$ cat config.mk
export PLATFORM = sky130hd
export DESIGN_NAME = json_string_escaper_top
export DESIGN_NICKNAME = d
export VERILOG_FILES = /design/src/design/jse_pkg.sv /design/src/design/jse_front.sv /design/src/design/jse_fifo.sv /design/src/design/jse_back.sv /design/src/design/json_string_escaper_top.sv
export SDC_FILE = /design/constraint.sdc
export NUM_CORES = 1
export LEC_CHECK = 0
export BUFFER_PORTS_ARGS = -buffer_cell sky130_fd_sc_hd__buf_2
export CAP_MARGIN = 15
export CORE_ASPECT_RATIO = 0.6
export CORE_MARGIN = 4
export CORE_UTILIZATION = 35
export DETAILED_ROUTE_END_ITERATION = 8
export SYNTH_ARGS = -nofsm -noshare
export SYNTH_HDL_FRONTEND = slang
export SYNTH_SLANG_ARGS = --single-unit
export TNS_END_PERCENT = 20
$ cat constraint.sdc
create_clock -name i_clk -period 7.5 [get_ports i_clk]
set_input_delay 1.125 -clock i_clk [delete_from_list [all_inputs] [get_ports i_clk]]
set_output_delay 1.125 -clock i_clk [all_outputs]
set_load 0.01 [all_outputs]
$ cat src/design/jse_pkg.sv
`default_nettype none

package jse_pkg;

    localparam int CntW = 17;
    localparam int ByteW = 8;
    localparam logic [CntW-1:0] BufReset = 17'd4096;

    localparam logic [ByteW-1:0] ChBslash = 8'h5C;
    localparam logic [ByteW-1:0] ChQuote  = 8'h22;
    localparam logic [ByteW-1:0] ChLf     = 8'h0A;
    localparam logic [ByteW-1:0] ChCr     = 8'h0D;
    localparam logic [ByteW-1:0] ChTab    = 8'h09;
    localparam logic [ByteW-1:0] ChN      = 8'h6E;
    localparam logic [ByteW-1:0] ChR      = 8'h72;
    localparam logic [ByteW-1:0] ChT      = 8'h74;
    localparam logic [ByteW-1:0] ChU      = 8'h75;
    localparam logic [ByteW-1:0] ChZero   = 8'h30;
    localparam logic [ByteW-1:0] CtlLimit = 8'h20;

    typedef enum logic [1:0] {
        KIND_PASS = 2'd0,
        KIND_PAIR = 2'd1,
        KIND_UNI  = 2'd2,
        KIND_OVF  = 2'd3
    } t_kind;

    typedef struct packed {
        t_kind            kind;
        logic [ByteW-1:0] data;
        logic             eos;
    } t_cmd;

    function automatic t_kind classify(input logic [ByteW-1:0] b);
        t_kind k;
        k = KIND_PASS;
        if (b == ChQuote || b == ChBslash || b == ChLf || b == ChCr || b == ChTab) begin
            k = KIND_PAIR;
        end else if (b < CtlLimit) begin
            k = KIND_UNI;
        end
        return k;
    endfunction

    function automatic logic [2:0] run_len(input t_kind k);
        logic [2:0] n;
        case (k)
            KIND_PAIR: n = 3'd2;
            KIND_UNI:  n = 3'd6;
            default:   n = 3'd1;
        endcase
        return n;
    endfunction

    function automatic logic [ByteW-1:0] hex_digit(input logic [3:0] v);
        logic [ByteW-1:0] c;
        if (v < 4'd10) begin
            c = {4'h3, v};
        end else begin
            c = 8'h57 + {4'h0, v};
        end
        return c;
    endfunction

    function automatic logic [ByteW-1:0] pair_char(input logic [ByteW-1:0] b);
        logic [ByteW-1:0] c;
        case (b)
            ChLf:    c = ChN;
            ChCr:    c = ChR;
            ChTab:   c = ChT;
            default: c = b;
        endcase
        return c;
    endfunction

    // byte at position idx of the escaped run
    function automatic logic [ByteW-1:0] esc_byte(input t_kind k, input logic [ByteW-1:0] b,
                                                  input logic [2:0] idx);
        logic [ByteW-1:0] c;
        c = '0;
        case (k)
            KIND_PASS: c = b;
            KIND_PAIR: c = (idx == 3'd0) ? ChBslash : pair_char(b);
            KIND_UNI: begin
                case (idx)
                    3'd0:    c = ChBslash;
                    3'd1:    c = ChU;
                    3'd4:    c = hex_digit(b[7:4]);
                    3'd5:    c = hex_digit(b[3:0]);
                    default: c = ChZero;
                endcase
            end
            default: c = '0;
        endcase
        return c;
    endfunction

endpackage

`default_nettype wire

$ cat src/design/jse_front.sv
`default_nettype none

module jse_front #(
    parameter int MAX_BUFFER = 65536
) (
    input  wire logic                      i_clk,
    input  wire logic                      i_rst_n,
    input  wire logic                      i_push,
    input  wire logic [7:0]                i_byte,
    input  wire logic                      i_eos,
    input  wire logic                      i_cfg_wr_en,
    input  wire logic [16:0]               i_cfg_wr_data,
    input  wire logic                      i_q_full,
    output logic                           o_full,
    output logic                           o_q_push,
    output jse_pkg::t_cmd                  o_q_cmd
);
    import jse_pkg::*;

    localparam logic [CntW-1:0] MaxBuf = CntW'(MAX_BUFFER);

    logic [CntW-1:0] r_buf_size, n_buf_size;
    logic [CntW-1:0] r_cnt, n_cnt;
    logic            r_ovf, n_ovf;

    logic            accept;
    t_kind           kind;
    logic [CntW:0]   sum;
    logic            no_room;

    assign o_full  = i_q_full;
    assign accept  = i_push && !i_q_full;
    assign kind    = classify(i_byte);
    assign sum     = {1'b0, r_cnt} + (CntW+1)'(run_len(kind));
    assign no_room = sum >= {1'b0, r_buf_size};

    always_comb begin
        n_buf_size = r_buf_size;
        if (i_cfg_wr_en) begin
            n_buf_size = (i_cfg_wr_data > MaxBuf) ? MaxBuf : i_cfg_wr_data;
        end
    end

    always_comb begin
        n_cnt        = r_cnt;
        n_ovf        = r_ovf;
        o_q_push     = 1'b0;
        o_q_cmd.kind = no_room ? KIND_OVF : kind;
        o_q_cmd.data = i_byte;
        o_q_cmd.eos  = i_eos;
        if (accept) begin
            if (r_ovf) begin
                // rest of an overflowed string is dropped
                if (i_eos) begin
                    n_ovf = 1'b0;
                    n_cnt = '0;
                end
            end else begin
                o_q_push = 1'b1;
                if (i_eos) begin
                    n_cnt = '0;
                end else if (no_room) begin
                    n_ovf = 1'b1;
                end else begin
                    n_cnt = sum[CntW-1:0];
                end
            end
        end
    end

    always_ff @(posedge i_clk) begin
        if (!i_rst_n) begin
            r_buf_size <= BufReset;
            r_cnt      <= '0;
            r_ovf      <= 1'b0;
        end else begin
            r_buf_size <= n_buf_size;
            r_cnt      <= n_cnt;
            r_ovf      <= n_ovf;
        end
    end

    a_eos_clears: assert property (@(posedge i_clk) disable iff (!i_rst_n)
        (accept && i_eos) |=> (r_cnt == '0 && !r_ovf))
        else $error("string state not cleared at end of string");

endmodule

`default_nettype wire

$ cat src/design/jse_fifo.sv
`default_nettype none

module jse_fifo #(
    parameter int DEPTH = 2
) (
    input  wire logic            i_clk,
    input  wire logic            i_rst_n,
    input  wire logic            i_push,
    input  wire jse_pkg::t_cmd   i_cmd,
    input  wire logic            i_pop,
    output logic                 o_full,
    output logic                 o_empty,
    output jse_pkg::t_cmd        o_head
);
    import jse_pkg::*;

    localparam int PtrW = (DEPTH > 1) ? $clog2(DEPTH) : 1;
    localparam int CntQW = $clog2(DEPTH + 1);
    localparam logic [PtrW-1:0] LastPtr = PtrW'(DEPTH - 1);
    localparam logic [CntQW-1:0] FullCnt = CntQW'(DEPTH);

    t_cmd             r_mem [DEPTH];
    logic [PtrW-1:0]  r_wr_ptr, n_wr_ptr;
    logic [PtrW-1:0]  r_rd_ptr, n_rd_ptr;
    logic [CntQW-1:0] r_count, n_count;
    logic             do_push, do_pop;

    assign o_full  = (r_count == FullCnt);
    assign o_empty = (r_count == '0);
    assign o_head  = r_mem[r_rd_ptr];
    assign do_push = i_push && !o_full;
    assign do_pop  = i_pop && !o_empty;

    always_comb begin
        n_wr_ptr = r_wr_ptr;
        n_rd_ptr = r_rd_ptr;
        n_count  = r_count;
        if (do_push) begin
            n_wr_ptr = (r_wr_ptr == LastPtr) ? '0 : r_wr_ptr + 1'b1;
        end
        if (do_pop) begin
            n_rd_ptr = (r_rd_ptr == LastPtr) ? '0 : r_rd_ptr + 1'b1;
        end
        if (do_push && !do_pop) begin
            n_count = r_count + 1'b1;
        end else if (do_pop && !do_push) begin
            n_count = r_count - 1'b1;
        end
    end

    always_ff @(posedge i_clk) begin
        if (!i_rst_n) begin
            r_wr_ptr <= '0;
            r_rd_ptr <= '0;
            r_count  <= '0;
        end else begin
            r_wr_ptr <= n_wr_ptr;
            r_rd_ptr <= n_rd_ptr;
            r_count  <= n_count;
        end
    end

    always_ff @(posedge i_clk) begin
        if (do_push) begin
            r_mem[r_wr_ptr] <= i_cmd;
        end
    end

    a_count_range: assert property (@(posedge i_clk) disable iff (!i_rst_n)
        r_count <= FullCnt)
        else $error("queue count beyond depth");

endmodule

`default_nettype wire

$ cat src/design/jse_back.sv
`default_nettype none

module jse_back (
    input  wire logic            i_clk,
    input  wire logic            i_rst_n,
    input  wire logic            i_q_empty,
    input  wire jse_pkg::t_cmd   i_q_head,
    input  wire logic            i_pop,
    output logic                 o_q_pop,
    output logic                 o_empty,
    output logic [7:0]           o_out_byte,
    output logic                 o_run_last,
    output logic                 o_string_last,
    output logic                 o_overflow
);
    import jse_pkg::*;

    logic [2:0]  r_idx, n_idx;
    logic        r_vld;
    logic [7:0]  r_byte;
    logic        r_run_last, r_str_last, r_ovf;

    logic        load, emit, last;
    logic [2:0]  len;

    assign load    = !r_vld || i_pop;
    assign emit    = load && !i_q_empty;
    assign len     = run_len(i_q_head.kind);
    assign last    = (r_idx == len - 3'd1);
    assign o_q_pop = emit && last;

    always_comb begin
        n_idx = r_idx;
        if (emit) begin
            n_idx = last ? 3'd0 : r_idx + 3'd1;
        end
    end

    always_ff @(posedge i_clk) begin
        if (!i_rst_n) begin
            r_idx <= '0;
            r_vld <= 1'b0;
        end else begin
            r_idx <= n_idx;
            if (load) begin
                r_vld <= !i_q_empty;
            end
        end
    end

    always_ff @(posedge i_clk) begin
        if (emit) begin
            r_byte     <= esc_byte(i_q_head.kind, i_q_head.data, r_idx);
            r_run_last <= last;
            r_str_last <= last && i_q_head.eos;
            r_ovf      <= (i_q_head.kind == KIND_OVF);
        end
    end

    assign o_empty       = !r_vld;
    assign o_out_byte    = r_byte;
    assign o_run_last    = r_run_last;
    assign o_string_last = r_str_last;
    assign o_overflow    = r_ovf;

    a_idx_range: assert property (@(posedge i_clk) disable iff (!i_rst_n)
        r_idx <= 3'd5)
        else $error("run position out of range");

    // mid-run the command must still sit at the queue head
    a_mid_run_head: assert property (@(posedge i_clk) disable iff (!i_rst_n)
        (r_idx != 3'd0) |-> !i_q_empty)
        else $error("queue drained during a run");

    a_ovf_single: assert property (@(posedge i_clk) disable iff (!i_rst_n)
        (emit && i_q_head.kind == KIND_OVF) |-> o_q_pop)
        else $error("overflow item not a single result");

endmodule

`default_nettype wire

$ cat src/design/json_string_escaper_top.sv
// channel   | handshake           | payload
// ----------+---------------------+-------------------------------------------------
// input     | push / full         | i_in_byte, i_end_of_string
// result    | empty / pop         | o_out_byte, o_run_last, o_string_last, o_overflow
// config    | i_cfg_wr_en         | i_cfg_wr_data (buffer size, saturates)
//
// the back end delivers one result per cycle while pop is high and the queue holds items:
// an item gives 1, 2 or 6 results (run length); one that gives none is dropped at the front
// an accepted item is written to the queue; its results then pass the output register
// full follows the front/back queue, so input stalls only when QUEUE_DEPTH items wait
// synchronous active-low reset clears counts, queue and output valid; buffer size returns to 4096
`default_nettype none

module json_string_escaper_top #(
    parameter int MAX_BUFFER  = 65536,
    parameter int QUEUE_DEPTH = 2
) (
    input  wire logic        i_clk,
    input  wire logic        i_rst_n,
    input  wire logic        push,
    output logic             full,
    input  wire logic [7:0]  i_in_byte,
    input  wire logic        i_end_of_string,
    output logic             empty,
    input  wire logic        pop,
    output logic [7:0]       o_out_byte,
    output logic             o_run_last,
    output logic             o_string_last,
    output logic             o_overflow,
    input  wire logic        i_cfg_wr_en,
    input  wire logic [16:0] i_cfg_wr_data
);
    import jse_pkg::*;

    logic q_push, q_pop, q_full, q_empty;
    t_cmd q_cmd, q_head;

    jse_front #(
        .MAX_BUFFER(MAX_BUFFER)
    ) u_front (
        .i_clk        (i_clk),
        .i_rst_n      (i_rst_n),
        .i_push       (push),
        .i_byte       (i_in_byte),
        .i_eos        (i_end_of_string),
        .i_cfg_wr_en  (i_cfg_wr_en),
        .i_cfg_wr_data(i_cfg_wr_data),
        .i_q_full     (q_full),
        .o_full       (full),
        .o_q_push     (q_push),
        .o_q_cmd      (q_cmd)
    );

    jse_fifo #(
        .DEPTH(QUEUE_DEPTH)
    ) u_queue (
        .i_clk  (i_clk),
        .i_rst_n(i_rst_n),
        .i_push (q_push),
        .i_cmd  (q_cmd),
        .i_pop  (q_pop),
        .o_full (q_full),
        .o_empty(q_empty),
        .o_head (q_head)
    );

    jse_back u_back (
        .i_clk        (i_clk),
        .i_rst_n      (i_rst_n),
        .i_q_empty    (q_empty),
        .i_q_head     (q_head),
        .i_pop        (pop),
        .o_q_pop      (q_pop),
        .o_empty      (empty),
        .o_out_byte   (o_out_byte),
        .o_run_last   (o_run_last),
        .o_string_last(o_string_last),
        .o_overflow   (o_overflow)
    );

endmodule

`default_nettype wire

==> flow_metrics.tcl, run 1 <==
set metrics [dict create \
    syn_area_per_cell_um2 9.53 \
    yosysSeqAreaShare 0.427 \
    path_clk_slew_ps 60 \
    coreArea_um2 12100 \
    async_flop_share 0 \
    finalWirelength_mm 10.6 \
    die_area_um2 14400 \
    skew_ps 8.41 \
    hold_violations 0 \
    synthCells 460 \
    yosys.area_share.adder 0.102 \
    io_buffers 43 \
    pre_cts_slack_ps 1440 \
    netlist_area_um2 4390 \
    synth_edf_count 33 \
    whs_ps 492 \
    synthMuxAreaShare 0.0337 \
    hold_class "reg2reg" \
    routed.top_layer "met5" \
    min_period_ps 5700 \
    grt_pass1_vias 3274 \
    via_per_inst 5.29 \
    worstPathArrival_ps 5890 \
    maxSlewHeadroom 0.460 \
    numCtsBuffers 9 \
    cap_violations 0 \
    grt_usage 0.150 \
    synth_cell_type_count 62 \
    multi_input_area_um2 2280 \
    synth-simple-area-share 0.157 \
    synth_top_family_by_area "compound AO/OA/AOI/OAI gates" \
    start_util 0.361 \
    antenna_found_initial 1 \
    antenna_cells 0 \
    synth-compound-area-share 0.181 \
    rows 31 \
    clkSinkCount 77 \
    layout_commonest_cell "nor2_1" \
    critical_path_class "in2reg" \
    slew_viol_final 0 \
    hold_buffers 0 \
    grt_max_degree 28 \
    overflow 0 \
    fmax_ghz 0.175 \
    dr_wl_met2_mm 3.91 \
    ios 44 \
    synth_xor_area_frac 0.0459 \
    seqCellArea_um2 1870 \
    tritoncts "yes" \
    cts_resized 0 \
    status "finished clean" \
    ir_drop_uv 150 \
    cts-root-buf "clkbuf_16" \
    layout_common_cells "nor2_1, dfxtp_1, buf_2" \
    p_per_area_nw_per_um2 305 \
    htreeDepth 3 \
    synth_seq_cells 77 \
    gp_congestion 0.894 \
    tightest_slew_ps 809 \
    wl_per_cell_um 15.9 \
    finalCritPeriodShare 0.760 \
    ant_nets 0 \
    wl_met1_mm 5.84 \
    die_y_um 94.7 \
    leakage_uw 0.00198 \
    setup_tns_ps 0 \
    dr.pass1.iters 5 \
    drt_iter0_drc 255 \
    cp.required_ps 7700 \
    clk_path_buf_depth 2 \
    die_width_um 153 \
    rsz0062_at_grt "no" \
    nFillCells 1168 \
    yosys_most_used_dff "dfxtp_1" \
    synth-warning-count 0 \
    grt_pass1_wl_mm 17.3 \
    post-route-drc-count 0 \
    vias 3532 \
    clock_latency_ps 340 \
    syn_nets 526 \
    drive_above_1_share 0.153 \
    fin_ws_ps 1800 \
    hpwl_mm 8.19 \
    setup_viol 0 \
    cts_setup_buffers 0 \
    area_growth_pct 14.9 \
    crit_path_start_kind "input pin" \
    finalNetCount 564 \
    met3_length_um 814 \
    cp-end-kind "flip-flop" \
    path_max_fanout 21 \
]
state kept, by name, indices dropped and copies added (netlist names), named ones only:
register,cells
u_back.o_run_last,1
u_front.r_buf_size,17
u_back.r_idx,3
u_back.o_overflow,1
u_queue.r_rd_ptr,1
u_back.o_out_byte,8
u_front.r_ovf,1
u_queue.r_wr_ptr,1
u_back.o_string_last,1
u_queue.r_count,2
u_front.r_cnt,17
u_back.r_vld,1
u_queue.r_mem,22
layer usage:
metal  GRT usage  up-vias
met4      0.0356        2
met3      0.0462        8
met5           0        -
met1       0.238     1640
li1            -     1753
met2       0.191      129
area by class of cell:
cell class	instances	share of cell area
Sequential cell	77	0.371
Clock buffer	13	0.0519
Multi-Input combinational cell	326	0.452
Tap cell	165	0.0410
Inverter	39	0.0291
Clock inverter	3	0.00869
Timing Repair Buffer	45	0.0457
synthesized netlist by cell type (6+ instances only):
cell type	number	area [um^2]
inv_1	33	124
nor3_1	8	40.0
nor2_1	51	191
a31oi_1	11	68.8
nand3_1	14	70.1
mux2i_1	10	100
xnor2_1	15	131
nand4_1	8	50.1
nand2_1	27	101
a32o_1	7	70.1
xor2_1	8	70.1
nor4_1	6	37.5
a21oi_1	24	120
a2bb2oi_1	15	131
o21ai_1	11	55.1
inv_2	6	22.5
ha_1	34	425
dfxtp_1	44	881
edfxtp_1	33	991
clkbuf_1	8	30.0
o21ai_0	11	55.1
kinds of logic (layout without fill, tap and decap cells):
logic type      Yosys count  after routing
compound gates          113            113
xor+xnor                 23             23
fa+ha+maj                35             35
buf+inv                  57            100
flops                    77             77
mux                      14             14
simple gates            141            141
worst max-delay path, cell delays in order:
cell	delay, ps
buf_2	130
o21bai_1	180
o21ai_1	80
a21oi_1	200
nor2_1	70
or2_1	250
inv_1	100
ha_1	170
inv_1	50
fa_1	410
nor2b_1	170
o21a_1	160
nand3_1	180
or3_1	490
xnor2_1	170
ha_1	330
nand2_1	70
a21oi_1	40
a211oi_1	220
a2bb2oi_1	220
o211a_2	530
a21bo_1	390
a31oi_1	140
final timing paths:
kind	startpoint	to	slack, ps	cells after the start
max	i_in_byte[1]	u_front.r_cnt[5]$_SDFFE_PN0P_	1800	23
min	u_front.r_buf_size[16]$_SDFFE_PN0P_	u_front.r_buf_size[16]$_SDFFE_PN0P_	490	2
max reg2reg	u_front.r_cnt[0]$_SDFFE_PN0P_	u_front.r_cnt[5]$_SDFFE_PN0P_	3260	16
min reg2reg	u_front.r_buf_size[16]$_SDFFE_PN0P_	u_front.r_buf_size[16]$_SDFFE_PN0P_	490	2
where the power goes:
group          total [uW]  leakage [uW]  switching, uW  internal [uW]
registers             576      0.000671           43.0            533
logic                 516       0.00116            324            192
clock network         444      0.000149            165            278
total                1540       0.00198            532           1000
metrics by stage:
stage               std cells  total power (uW)  instance area (um^2)   util
floorplan                 460               949                  4390      -
global placement          651              1080                  4720  0.389
detailed placement        651              1100                  4720  0.389
CTS                       667              1540                  5030  0.414
global route              668              1640                  5040  0.415
finish                    668              1540                  5040  0.415
Power figures use the tool's default switching activity.
==> run 2, diff against run 1 <==
==> constraint.sdc (replaced) <==
create_clock -name i_clk -period 5.32 [get_ports i_clk]
set_input_delay 0.798 -clock i_clk [delete_from_list [all_inputs] [get_ports i_clk]]
set_output_delay 0.798 -clock i_clk [all_outputs]
set_load 0.01 [all_outputs]
==> run 2 against run 1 <==
Net effect:
- routed wire length increased by 1.1%
- cell count increased by 0.60%
- worst hold slack got worse by 6.8 ps
==> flow_metrics.tcl, run 2 (synthesis gave the netlist of run 1 again) <==
set metrics [dict create \
    grt_pass1_vias 3315 \
    whs_ps 485 \
    cap_violations 0 \
    die_y_um 94.7 \
    ir_drop_uv 166 \
    pre_cts_slack_ps -26.7 \
    drive_above_1_share 0.166 \
    setup_viol 0 \
    cp-end-kind "flip-flop" \
    hpwl_mm 8.28 \
    p_per_area_nw_per_um2 427 \
    area_growth_pct 15.6 \
    rsz0062_at_grt "no" \
    cts_setup_buffers 0 \
    largest_reg_flops 22 \
    grt_pass1_wl_mm 17.4 \
    hold_class "reg2reg" \
    leakage_uw 0.00200 \
    fmax_ghz 0.202 \
    antenna_cells 0 \
    coreArea_um2 12100 \
    htreeDepth 3 \
    finalCritPeriodShare 0.931 \
    tritoncts "yes" \
    gp_congestion 0.928 \
    hold_violations 0 \
    numCtsBuffers 9 \
    critical_path_class "in2reg" \
    nFillCells 1186 \
    grt_usage 0.152 \
    cts-root-buf "clkbuf_16" \
    clock_latency_ps 340 \
    placedCellCount 655 \
    maxSlewHeadroom 0.213 \
    antenna_found_initial 0 \
    place_area_um2 4750 \
    setup_tns_ps 0 \
    vias 3599 \
    rows 31 \
    ff2ff_path_depth 16 \
    io_buffers 43 \
    clkSinkCount 77 \
    cp.required_ps 5580 \
    finalWirelength_mm 10.8 \
    crit_path_start_kind "input pin" \
    ios 44 \
    worstHoldPathCells 1 \
    die_area_um2 14400 \
    stdcell_area_um2 5070 \
    max_flop_register "u_queue.r_mem" \
    post-route-drc-count 0 \
    wl_per_cell_um 16.0 \
    start_util 0.361 \
    reg.largest.list "u_queue.r_mem x22, u_front.r_buf_size x17, u_front.r_cnt x17" \
    via_per_inst 5.36 \
    die_width_um 153 \
    worstPathArrival_ps 5210 \
    fin_ws_ps 365 \
    dr.pass1.iters 5 \
    skew_ps 10.2 \
    cts_resized 0 \
    path_clk_slew_ps 60 \
    layout.cells.non_filler 672 \
    finalNetCount 568 \
    slew_viol_final 0 \
    min_period_ps 4960 \
    layout_common_cells "nor2_1, dfxtp_1, buf_2" \
    tightest_slew_ps 1180 \
    clk_path_buf_depth 2 \
    grt_max_degree 28 \
    drt_iter0_drc 293 \
    overflow 0 \
    status "finished clean" \
    path_max_fanout 12 \
    layout_commonest_cell "nor2_1" \
    hold_buffers 0 \
    ant_nets 0 \
]
## run 2: cell count changes in the layout (fill, tap and decap cells not counted), sizes merged
cell / change
buf: +4
clkinvlp: +1
clkbuf: +1
bufinv: -1
clkinv: -2
inv: +1
## run 2: cell type report
| class | instances | area (um^2) | share of cell area |
|---|---|---|---|
| timing repair buffer | 49 | 264 | 0.0521 |
| tap | 165 | 206 | 0.0407 |
| multi-input combinational | 326 | 2280 | 0.450 |
| sequential | 77 | 1870 | 0.369 |
| clock buffer | 14 | 287 | 0.0565 |
| inverter | 39 | 146 | 0.0289 |
| clock inverter | 2 | 13.8 | 0.00272 |
## run 2: power by group
group	switching (uW)	internal (uW)
Sequential	61.1	751
Combinational	457	280
Clock	241	373
Total	759	1400
## run 2: path summary, 6_finish.rpt
path / from / endpoint / slack [ps]
min: u_front.r_cnt[0]$_SDFFE_PN0P_ / u_front.r_cnt[0]$_SDFFE_PN0P_ / 480
min reg2reg: u_front.r_cnt[0]$_SDFFE_PN0P_ / u_front.r_cnt[0]$_SDFFE_PN0P_ / 480
max reg2reg: u_front.r_cnt[0]$_SDFFE_PN0P_ / u_front.r_cnt[4]$_SDFFE_PN0P_ / 1540
max: i_in_byte[1] / u_front.r_cnt[4]$_SDFFE_PN0P_ / 360
## run 2: critical path, cell delays in order
cell and delay, ps:
buf_2 130, o21bai_1 180, o21ai_1 100, a21oi_2 220, nor2_1 70, or2_1 260, inv_1 100, ha_1 170
inv_1 50, fa_1 400, nor2b_1 160, o21ai_1 150, or3_1 480, xnor2_1 170, ha_1 330, a21oi_1 140
a21oi_1 80, a211oi_1 220, a2bb2oi_1 200, o211a_2 290, buf_4 240, a31oi_1 100, a31oi_1 180
## run 2: layer usage
metal,part of all wire,GRT usage
met5,0,0
met1,0.56,0.241
met4,0.0095,0.0378
met3,0.068,0.0472
met2,0.37,0.194
## run 2: through the flow
step | power, uW | util
6_report | 2160 | 0.418
5_1_grt | 2310 | 0.418
4_1_cts | 2160 | 0.416
3_5_place_dp | 1540 | 0.392
3_3_place_gp | 1520 | 0.392
2_1_floorplan | 1340 | -
==> run 3, diff against run 2 <==
--- a/config.mk
+++ b/config.mk
@@ -8,7 +8,7 @@
 export BUFFER_PORTS_ARGS = -buffer_cell sky130_fd_sc_hd__buf_2
 export CAP_MARGIN = 15
 export CORE_ASPECT_RATIO = 0.6
-export CORE_MARGIN = 4
+export CORE_MARGIN = 10
 export CORE_UTILIZATION = 35
 export DETAILED_ROUTE_END_ITERATION = 8
 export SYNTH_ARGS = -nofsm -noshare
==> constraint.sdc (replaced) <==
create_clock -name i_clk -period 5.5 [get_ports i_clk]
set_input_delay 0.825 -clock i_clk [delete_from_list [all_inputs] [get_ports i_clk]]
set_output_delay 0.825 -clock i_clk [all_outputs]
set_load 0.01 [all_outputs]
==> run 3 against run 2 <==
Net effect:
- clock-buffer cell count unchanged
- power rose by 1.2%
- clock power grew 13%
- critical endpoint is now u_front.r_cnt[16]$_SDFFE_PN0P_
- sequential share of layout area decreased by 0.42 points
- critical path depth is the same
- global-route usage decreased by 2.5 points
- critical path type unchanged
==> flow_metrics.tcl, run 3 (synthesis gave the netlist of run 1 again) <==
set metrics [dict create \
    critical_path_class "in2reg" \
    skew_ps 7.74 \
    leakage_uw 0.00204 \
    reg.largest.list "u_queue.r_mem x22, u_front.r_buf_size x17, u_front.r_cnt x17" \
    drive_above_1_share 0.168 \
    r2r-end "u_front.r_cnt[16]$_SDFFE_PN0P_" \
    grt_max_degree 28 \
    hp-start "u_front.r_buf_size[12]$_SDFFE_PN1P_" \
    numCtsBuffers 9 \
    min_to "u_front.r_buf_size[12]$_SDFFE_PN1P_" \
    finalCritPeriodShare 0.939 \
    nFillCells 1191 \
    htreeDepth 3 \
    path_clk_slew_ps 60 \
    place_area_um2 4750 \
    path_max_fanout 6 \
    via_per_inst 5.37 \
    tightest_slew_ps 784 \
    hold_violations 0 \
    rsz0062_at_grt "no" \
    worstPathArrival_ps 5410 \
    tritoncts "yes" \
    max_flop_register "u_queue.r_mem" \
    setup_viol 0 \
    r2r-start "u_front.r_cnt[0]$_SDFFE_PN0P_" \
    fin_util 0.422 \
    maxSlewHeadroom 0.477 \
    die_y_um 107 \
    grt_usage 0.127 \
    wl_per_cell_um 16.5 \
    die_width_um 165 \
    stdcell_area_um2 5130 \
    gp_congestion 0.865 \
    post-route-drc-count 0 \
    rows 31 \
    cap_violations 0 \
    hpwl_mm 8.53 \
    grt_pass1_wl_mm 18.0 \
    ir_drop_uv 222 \
    p_per_area_nw_per_um2 427 \
    reg2reg_slack_ps 1510 \
    die_area_um2 17600 \
    overflow 0 \
    io_buffers 43 \
    hold_buffers 0 \
    crit_path_start_kind "input pin" \
    area_growth_pct 16.9 \
    dr.pass1.iters 5 \
    ios 44 \
    worstHoldPathCells 2 \
    layout_commonest_cell "nor2_1" \
    ff2ff_path_depth 16 \
    vias 3609 \
    clkSinkCount 77 \
    cp-end-kind "flip-flop" \
    clk_path_buf_depth 2 \
    finalPower_uw 2190 \
    clock_latency_ps 330 \
    min_period_ps 5160 \
    status "finished clean" \
    drt_iter0_drc 298 \
    coreArea_um2 12100 \
    slew_viol_final 0 \
    ant_nets 0 \
    largest_reg_flops 22 \
    antenna_cells 0 \
    antenna_found_initial 0 \
    fmax_ghz 0.194 \
    grt_pass1_vias 3424 \
    layout_common_cells "nor2_1, dfxtp_1, buf_2" \
    finalWirelength_mm 11.1 \
    whs_ps 489 \
    cp.required_ps 5750 \
    hold_class "reg2reg" \
    finalNetCount 568 \
    start_util 0.361 \
    cts-root-buf "clkbuf_16" \
]
## run 3: metal layers
layer,up-vias,track usage,part of all wire
met5,-,0,0
met4,0,0.0309,0.0068
met3,8,0.0409,0.081
met2,140,0.163,0.37
met1,1703,0.195,0.54
li1,1758,-,-
## run 3: where the power goes
group / switching (uW) / total (uW) / internal [uW]
sequential: 58.7 / 785 / 726
combinational: 443 / 713 / 269
clock: 228 / 691 / 463
total: 730 / 2190 / 1460
## run 3: metrics by stage
stage	setup TNS (ps)	setup slack (ps)	cells
floorplan	0	817	460
global placement	0	248	654
detailed placement	-136	-32.9	654
CTS	0	316	670
global route	0	12.1	672
finish	0	335	672
## run 3: worst max-delay path by stage
stage,to,from,depth (start not counted)
after detailed placement,u_front.r_cnt[5]$_SDFFE_PN0P_,i_in_byte[1],22
final,u_front.r_cnt[16]$_SDFFE_PN0P_,i_in_byte[1],23
after floorplan,u_queue.r_mem[0][9]$_DFFE_PP_,i_in_byte[1],22
after global placement,u_front.r_cnt[5]$_SDFFE_PN0P_,i_in_byte[1],23
after CTS,u_front.r_cnt[16]$_SDFFE_PN0P_,i_in_byte[1],23
after global routing,u_front.r_cnt[16]$_SDFFE_PN0P_,i_in_byte[1],23
## run 3: critical path, stage by stage
cell       delay [ps]
buf_2             130
o21bai_1          180
o21ai_1           100
a21oi_2           210
nor2_1             70
or2_1             250
inv_1             100
ha_1              180
inv_1              60
fa_1              410
nor2b_1           200
o21ai_1           150
or3_1             490
xnor2_2           180
ha_1              340
a21oi_1           160
a21oi_1            80
a211oi_1          260
a2bb2oi_1         220
o211a_2           290
buf_4             170
nand2_1           140
o221ai_2          220
## run 3: cell type report
class | instances | area (um^2) | area share
clock buffers | 14 | 295 | 0.0576
clock inverters | 2 | 60.1 | 0.0117
inverters | 39 | 146 | 0.0286
multi-input cells | 326 | 2290 | 0.446
flip-flops and latches | 77 | 1870 | 0.365
well taps | 165 | 206 | 0.0403
repair buffers | 49 | 260 | 0.0508
## run 3: repair_timing
action | in CTS | in global routing
endpoints found under the setup margin | 0 | 12
endpoints found under the hold margin | 0 | 0
buffers inserted | 0 | 0
resized for setup | 0 | 3
